==> config.mk <==
export PLATFORM = sky130hd
export DESIGN_NAME = tap_hold_double_tap_classifier_core
export DESIGN_NICKNAME = d
export VERILOG_FILES = /design/src/rtl/thdt_pkg.sv /design/src/rtl/tap_hold_double_tap_classifier_core.sv /design/src/rtl/thdt_step.sv
export SDC_FILE = /design/constraint.sdc
export NUM_CORES = 1
export LEC_CHECK = 0
export BUFFER_PORTS_ARGS = -buffer_cell sky130_fd_sc_hd__buf_2
export CORE_MARGIN = 2
export CORE_UTILIZATION = 35
export DETAILED_ROUTE_END_ITERATION = 16
export PLACE_DENSITY = 0.6
export SYNTH_ARGS = -nofsm -noshare
export SYNTH_HDL_FRONTEND = slang
export SYNTH_SLANG_ARGS = --single-unit
==> constraint.sdc <==
create_clock -name clk_i -period 5.65 [get_ports clk_i]
set_input_delay 1.13 -clock clk_i [delete_from_list [all_inputs] [get_ports clk_i]]
set_output_delay 1.13 -clock clk_i [all_outputs]
set_load 0.01 [all_outputs]
==> src/rtl/thdt_pkg.sv <==
package thdt_pkg;

  // Defaults for the top-level parameters.
  localparam int DEF_PAD_COUNT = 4;
  localparam int DEF_TIME_BITS = 16;

  // Fixed field widths.
  localparam int PAD_IDX_W   = 2;
  localparam int TICK_W      = 16;
  localparam int IN_TDATA_W  = 24;
  localparam int OUT_TDATA_W = 8;
  localparam int RESULT_W    = 3;

  // Configuration port.
  localparam int CFG_ADDR_W = 2;
  localparam int CFG_DATA_W = 16;

  localparam logic [CFG_ADDR_W-1:0] CFG_IDX_ENABLE     = 2'd0;
  localparam logic [CFG_ADDR_W-1:0] CFG_IDX_HOLD_TIME  = 2'd1;
  localparam logic [CFG_ADDR_W-1:0] CFG_IDX_DOUBLE_TIME = 2'd2;

  localparam logic              RST_GESTURES_ENABLE = 1'b0;
  localparam logic [TICK_W-1:0] RST_HOLD_TIME       = 16'd500;
  localparam logic [TICK_W-1:0] RST_DOUBLE_TAP_TIME = 16'd250;

  typedef enum logic [2:0] {
    PH_IDLE     = 3'd0,
    PH_PRESSED  = 3'd1,
    PH_RELEASED = 3'd2,
    PH_HOLD     = 3'd3,
    PH_DOUBLE   = 3'd4,
    PH_CONSUMED = 3'd5
  } phase_e;

  // Input frame, last field in the lowest bits.
  typedef struct packed {
    logic                 double_in;
    logic                 hold_in;
    logic                 tap_in;
    logic [TICK_W-1:0]    elapsed_ticks;
    logic                 went_down;
    logic                 held;
    logic                 pad_active;
    logic [PAD_IDX_W-1:0] pad_index;
  } item_t;

  typedef struct packed {
    logic double_out;
    logic hold_out;
    logic tap_out;
  } result_t;

  typedef struct packed {
    logic              gestures_enable;
    logic [TICK_W-1:0] hold_time;
    logic [TICK_W-1:0] double_tap_time;
  } cfg_t;

endpackage

==> src/rtl/tap_hold_double_tap_classifier_core.sv <==
// Channel   Direction  Handshake                    Payload
// s_axis    in         s_axis_tvalid_i/tready_o     tdata[23:0] input frame
// m_axis    out        m_axis_tvalid_o/tready_i     tdata[7:0] gesture flags
// cfg       in         cfg_valid_i/cfg_ready_o      cfg_addr_i, cfg_data_i
//
// One frame per cycle sustained while results are taken; a frame passes the input register, then the result register.
// A frame waits in the input register and is classified combinationally against
// the per-pad state, which is written back at the same edge the result register loads,
// so back-to-back frames for the same pad see the updated state.
// Reset clears every pad to idle with a zero timer and loads the register defaults.
// A stalled output holds the result and the input register takes one more frame.
module tap_hold_double_tap_classifier_core #(
  parameter int PAD_COUNT = thdt_pkg::DEF_PAD_COUNT,
  parameter int TIME_BITS = thdt_pkg::DEF_TIME_BITS
) (
  input  logic                                clk_i,
  input  logic                                rst_ni,
  input  logic                                s_axis_tvalid_i,
  output logic                                s_axis_tready_o,
  // pad_index[1:0], pad_active, held, went_down, elapsed_ticks[15:0],
  // tap_in, hold_in, double_in
  input  logic [thdt_pkg::IN_TDATA_W-1:0]     s_axis_tdata_i,
  output logic                                m_axis_tvalid_o,
  input  logic                                m_axis_tready_i,
  // tap_out, hold_out, double_out, then five zero bits
  output logic [thdt_pkg::OUT_TDATA_W-1:0]    m_axis_tdata_o,
  input  logic                                cfg_valid_i,
  output logic                                cfg_ready_o,
  input  logic [thdt_pkg::CFG_ADDR_W-1:0]     cfg_addr_i,
  input  logic [thdt_pkg::CFG_DATA_W-1:0]     cfg_data_i
);
  import thdt_pkg::*;

  localparam int PAD_W = (PAD_COUNT > 1) ? $clog2(PAD_COUNT) : 1;

  cfg_t                 cfg_q;
  item_t                item_q;
  logic                 in_valid_q;
  result_t              res_q;
  logic                 out_valid_q;
  phase_e               phase_q [PAD_COUNT];
  logic [TIME_BITS-1:0] timer_q [PAD_COUNT];

  logic                 advance;
  logic                 process;
  logic                 in_range;
  logic [PAD_W-1:0]     pad_idx;
  phase_e               phase_cur;
  logic [TIME_BITS-1:0] timer_cur;
  phase_e               phase_d;
  logic [TIME_BITS-1:0] timer_d;
  result_t              res_step;
  result_t              res_d;

  assign cfg_ready_o = 1'b1;

  always_ff @(posedge clk_i or negedge rst_ni) begin
    if (!rst_ni) begin
      cfg_q.gestures_enable <= RST_GESTURES_ENABLE;
      cfg_q.hold_time       <= RST_HOLD_TIME;
      cfg_q.double_tap_time <= RST_DOUBLE_TAP_TIME;
    end else if (cfg_valid_i) begin
      unique case (cfg_addr_i)
        CFG_IDX_ENABLE:      cfg_q.gestures_enable <= cfg_data_i[0];
        CFG_IDX_HOLD_TIME:   cfg_q.hold_time       <= cfg_data_i;
        CFG_IDX_DOUBLE_TIME: cfg_q.double_tap_time <= cfg_data_i;
        default: ;
      endcase
    end
  end

  // The input register drains whenever the result register is free or being taken.
  assign advance         = !out_valid_q || m_axis_tready_i;
  assign process         = in_valid_q && advance;
  assign s_axis_tready_o = !in_valid_q || advance;

  always_ff @(posedge clk_i or negedge rst_ni) begin
    if (!rst_ni) begin
      in_valid_q <= 1'b0;
    end else if (s_axis_tready_o) begin
      in_valid_q <= s_axis_tvalid_i;
    end
  end

  always_ff @(posedge clk_i) begin
    if (s_axis_tvalid_i && s_axis_tready_o) begin
      item_q <= item_t'(s_axis_tdata_i);
    end
  end

  assign in_range  = 32'(item_q.pad_index) < PAD_COUNT;
  assign pad_idx   = PAD_W'(item_q.pad_index);
  assign phase_cur = phase_q[pad_idx];
  assign timer_cur = timer_q[pad_idx];

  thdt_step #(
    .TIME_BITS(TIME_BITS)
  ) u_step (
    .item_i (item_q),
    .cfg_i  (cfg_q),
    .phase_i(phase_cur),
    .timer_i(timer_cur),
    .phase_o(phase_d),
    .timer_o(timer_d),
    .res_o  (res_step)
  );

  assign res_d = in_range ? res_step : '0;

  always_ff @(posedge clk_i or negedge rst_ni) begin
    if (!rst_ni) begin
      for (int p = 0; p < PAD_COUNT; p++) begin
        phase_q[p] <= PH_IDLE;
        timer_q[p] <= '0;
      end
    end else if (process && in_range) begin
      phase_q[pad_idx] <= phase_d;
      timer_q[pad_idx] <= timer_d;
    end
  end

  always_ff @(posedge clk_i or negedge rst_ni) begin
    if (!rst_ni) begin
      out_valid_q <= 1'b0;
    end else if (advance) begin
      out_valid_q <= in_valid_q;
    end
  end

  always_ff @(posedge clk_i) begin
    if (process) begin
      res_q <= res_d;
    end
  end

  assign m_axis_tvalid_o = out_valid_q;
  assign m_axis_tdata_o  = {{(OUT_TDATA_W - RESULT_W){1'b0}}, res_q.double_out,
                            res_q.hold_out, res_q.tap_out};

  // With gestures on, a tap never shares a frame with hold or double.
  assert property (@(posedge clk_i) disable iff (!rst_ni)
    (m_axis_tvalid_o && res_q.tap_out && (res_q.hold_out || res_q.double_out))
      |-> !cfg_q.gestures_enable)
    else $error("tap reported together with hold or double while classifying");

  // An empty result register never blocks the input side.
  assert property (@(posedge clk_i) disable iff (!rst_ni)
    !out_valid_q |-> s_axis_tready_o)
    else $error("input stalled with an empty result register");

  // A frame for an inactive pad leaves that pad idle with a cleared timer.
  assert property (@(posedge clk_i) disable iff (!rst_ni)
    (process && in_range && !item_q.pad_active)
      |=> (phase_q[$past(pad_idx)] == PH_IDLE) && (timer_q[$past(pad_idx)] == '0))
    else $error("inactive pad state not cleared");

endmodule

==> src/rtl/thdt_step.sv <==
module thdt_step #(
  parameter int TIME_BITS = thdt_pkg::DEF_TIME_BITS
) (
  input  thdt_pkg::item_t   item_i,
  input  thdt_pkg::cfg_t    cfg_i,
  input  thdt_pkg::phase_e  phase_i,
  input  logic [TIME_BITS-1:0] timer_i,
  output thdt_pkg::phase_e  phase_o,
  output logic [TIME_BITS-1:0] timer_o,
  output thdt_pkg::result_t res_o
);
  import thdt_pkg::*;

  localparam int CMP_W = (TIME_BITS > TICK_W) ? TIME_BITS : TICK_W;
  localparam int SUM_W = CMP_W + 1;

  logic [SUM_W-1:0]     sum;
  logic [TIME_BITS-1:0] t_sat;
  logic [CMP_W-1:0]     t_cmp;
  logic [CMP_W-1:0]     hold_cmp;
  logic [CMP_W-1:0]     dbl_cmp;

  // Saturating timer advance.
  always_comb begin
    sum = SUM_W'(timer_i) + SUM_W'(item_i.elapsed_ticks);
    if (sum > SUM_W'({TIME_BITS{1'b1}})) begin
      t_sat = {TIME_BITS{1'b1}};
    end else begin
      t_sat = sum[TIME_BITS-1:0];
    end
    t_cmp    = CMP_W'(t_sat);
    hold_cmp = CMP_W'(cfg_i.hold_time);
    dbl_cmp  = CMP_W'(cfg_i.double_tap_time);
  end

  always_comb begin
    phase_o = phase_i;
    timer_o = timer_i;
    res_o   = '0;
    if (!item_i.pad_active) begin
      phase_o = PH_IDLE;
      timer_o = '0;
    end else if (!cfg_i.gestures_enable) begin
      phase_o           = PH_IDLE;
      timer_o           = '0;
      res_o.tap_out     = item_i.tap_in;
      res_o.hold_out    = item_i.hold_in;
      res_o.double_out  = item_i.double_in;
    end else if (item_i.hold_in || item_i.double_in) begin
      // An upstream action takes the gesture; the timer stays where it is.
      phase_o          = PH_CONSUMED;
      res_o.hold_out   = item_i.hold_in;
      res_o.double_out = item_i.double_in;
    end else begin
      timer_o = t_sat;
      unique case (phase_i)
        PH_PRESSED: begin
          if (!item_i.held) begin
            phase_o = PH_RELEASED;
            timer_o = '0;
          end else if (t_cmp >= hold_cmp) begin
            phase_o        = PH_HOLD;
            res_o.hold_out = 1'b1;
          end
        end
        PH_RELEASED: begin
          if (item_i.went_down && (t_cmp <= dbl_cmp)) begin
            phase_o          = PH_DOUBLE;
            res_o.double_out = 1'b1;
          end else if (t_cmp >= dbl_cmp) begin
            res_o.tap_out = 1'b1;
            phase_o       = item_i.went_down ? PH_PRESSED : PH_IDLE;
            timer_o       = '0;
          end
        end
        PH_HOLD: begin
          res_o.hold_out = item_i.held;
          if (!item_i.held) phase_o = PH_IDLE;
        end
        PH_DOUBLE: begin
          res_o.double_out = item_i.held;
          if (!item_i.held) phase_o = PH_IDLE;
        end
        PH_CONSUMED: begin
          if (!item_i.held) phase_o = PH_IDLE;
        end
        default: begin
          phase_o = PH_IDLE;
          if (item_i.went_down) begin
            phase_o = PH_PRESSED;
            timer_o = '0;
          end
        end
      endcase
    end
  end

endmodule

==> reports/results.ini <==
[clocking]
clk_pin_slew_ns = 0.06
cts_buffers = 17
cts_buffer_depth = 2
ctsHtreeMaxLevel = 4
cts_sinks = 138
clockRootBuffer = clkbuf_16
cts_tree = built
clock_latency_ns = 0.42

[run]
drv_cap = 0

[timing]
rsz0062_at_grt = no
setup_viol = 0
finalClockSkew_ns = 0.01315
slew_viol_final = 0
holdWs_ns = 0.4808
relSlewSlack = 0.3421
worstMarginPinSlew_ns = 0.9832
fin_crit_ns = 5.352
fin_tns_setup_ns = 0
timing.final.crit_share = 0.9472
fmax_mhz = 186.9
finalHoldViolations = 0

[grt]
grt_pass1_vias = 5704
grtUsageTotal = 0.1673
grt_pass1_wl_microns = 31120
overflow = 0
antenna_found_initial = 0
grt_start_max_net_pins = 73

[worst_setup_path]
critPathMaxFanout = 25
cp.arrival_ns = 5.65
critPathRequiredTime_ns = 5.95
path_class = reg -> reg
endpoint_kind = register
critPathLaunchType = register

[pwr]
sw_frac_of_total = 0.3055
p_switching_uw = 936.5
clockPowerShare = 0.353
ir_drop_uv = 162.9
powerDensity_mw_per_mm2 = 330.1
p_comb_frac = 0.256
seqPwrFrac = 0.392
p_int_mw = 2.129
p_leak_nw = 4.144

[placement]
gp_congestion = 0.8831
placed_cells = 1042
numPortBuffers = 51
place_hpwl_microns = 14370

[drt]
drc = 0
firstDrtPassIters = 5
vias_per_cell = 5.319
drtAntennaViolNets = 0
via_count = 5750
drt-wirelength-per-cell_microns = 18.16
drt_iter0_markers = 384
routed_wl_microns = 19630

[logic_synthesis]
synth-seq-cells = 138
ys.flop_type = dfrtp_1
netlist_instances = 719
synthArstFlopShare = 0.8043
ys_warn_count = 0
yosysSeqAreaShare = 0.4496
syn_area_per_cell_sq_um = 11.15
synth_top_area_frac = 0.3091
synth_edf_count = 27
netlist_area_sq_mm = 0.008014
synth_top_cell_by_area = dfrtp_1
yosys-top-cells-area = dfrtp_1, edfxtp_1, mux2_2, ha_1, mux4_2
ys_types = 67

[cells_and_area]
nets = 879
final_cell_mix = dfrtp_1, nand2_1, mux2_2, buf_2, ha_1
layout_commonest_cell = dfrtp_1
syn_to_final_growth_pct = 15.88
stdcell_count = 1081
n_antenna_cell = 0
drive_gt1_frac = 0.2952

[die]
rows = 55
start_util = 0.3550
die_h_microns = 155.3
core-area_sq_mm = 0.02257
boundaryPins = 58
die_w_microns = 155.3
dieArea_sq_mm = 0.02412

[run_status]
status = finished, final reports clean

[hold_path]
min_path_type = reg -> reg

-- state kept, by name, summed over array words and instances, names as in the netlist --
signal / cells
in_valid_q: 1
m_axis_tdata_o: 3
pad_idx: 2
cfg_q: 33
phase_q: 12
timer_q: 64
m_axis_tvalid_o: 1
item_q: 22
-- what timing repair did --
action                                 in CTS  in global routing
setup endpoints to repair                   0                 74
buffers inserted                            0                  7
hold buffers                                0                  0
resized for setup                           0                 11
endpoints found under the hold margin       0                  0
-- power groups by stage --
stage          logic (mW)  registers, mW  clock network, mW
3_5_place_dp        0.765           1.22                  0
3_3_place_gp        0.758           1.22                  0
4_1_cts             0.771           1.20               1.10
2_1_floorplan       0.547           1.20                  0
5_1_grt             0.874           1.21               1.15
6_report            0.784           1.20               1.08
-- worst max-delay path, cell delays in order (launching register included) --
cell,delay (ns)
edfxtp_1,0.38
buf_12,0.22
mux4_2,0.56
ha_1,0.41
a2111oi_1,0.40
o21ai_1,0.22
a21oi_2,0.23
o21ai_0,0.14
xor2_1,0.19
nand2b_1,0.20
ha_1,0.31
nand4_1,0.13
or3b_2,0.53
o221ai_1,0.27
nor2_1,0.12
o2111ai_1,0.31
a31oi_1,0.23
mux2_2,0.35
-- through the flow --
stage               total power [mW]  area (sq um)  setup slack, ns    util
finish                         3.066          9286           0.2983  0.4114
global route                   3.236          9286          0.03275  0.4114
CTS                            3.079          9175          0.04541  0.4065
detailed placement             1.984          8606          0.08185  0.3813
global placement               1.975          8606          0.06887  0.3813
floorplan                      1.744          8029           0.3455       -
-- cell usage after synthesis (3+ instances only) --
library cell and number:
ha_1 48, nand2_1 69, nor2_1 37, nor4_1 3, edfxtp_1 27, a31oi_1 3
clkbuf_1 17, and2_1 6, xnor2_1 4, o21ai_0 37, and3_1 8, or2_2 3
inv_1 46, mux4_2 19, o211ai_1 4, o2111ai_1 4, nand4_1 8, nand2b_1 12
mux2_4 22, a211oi_1 8, mux2_2 55, nor3_1 16, o21ai_4 8, buf_1 6
a21oi_1 38, o21bai_1 3, nor2b_1 13, a21o_1 8, buf_4 6, xor2_1 4
o21ai_1 3, o21a_1 3, nand3_1 14, dfrtp_1 99, nand3b_1 5, or3_1 3
dfstp_2 12
-- metal layers --
metal | GRT usage | vias up | part of all wire
li1 | - | 2731 | -
met1 | 0.2358 | 2828 | 0.47
met2 | 0.2542 | 153 | 0.46
met3 | 0.03064 | 38 | 0.040
met4 | 0.06990 | 0 | 0.027
met5 | 0 | - | 0
-- area by class of cell --
cell class | instances | area, sq um
inverters | 46 | 172.7
clock inverters | 14 | 130.1
fillers | 2167 | 13290
repair buffers | 73 | 460.4
flip-flops and latches | 138 | 3603
clock buffers | 18 | 439.2
well taps | 285 | 356.6
multi-input cells | 507 | 4124
-- cells by family after synthesis --
logic type               after synthesis  synth area share
AND/OR/NAND/NOR                      206            0.1268
AO/OA/AOI/OAI                        141            0.1208
flip-flops                           138            0.4496
multiplexers                          97            0.1731
buffers and inverters                 78           0.04247
adder cells (fa/ha/maj)               49           0.07744
XOR/XNOR                               8          0.008742
other                                  2         0.0009371
-- path summary, 6_finish.rpt --
check	depth (start not counted)	slack (ns)	startpoint	end
max in group asynchronous	2	3.67	rst_ni	cfg_q[24]
min in group asynchronous	1	0.86	rst_ni	timer_q[52]
max reg2reg	17	0.30	pad_idx[0]	phase_q[11]
max	17	0.30	pad_idx[0]	phase_q[11]
min reg2reg	2	0.48	timer_q[9]	timer_q[9]
min	2	0.48	timer_q[9]	timer_q[9]
No activity file was read; power rests on OpenSTA's default activity.
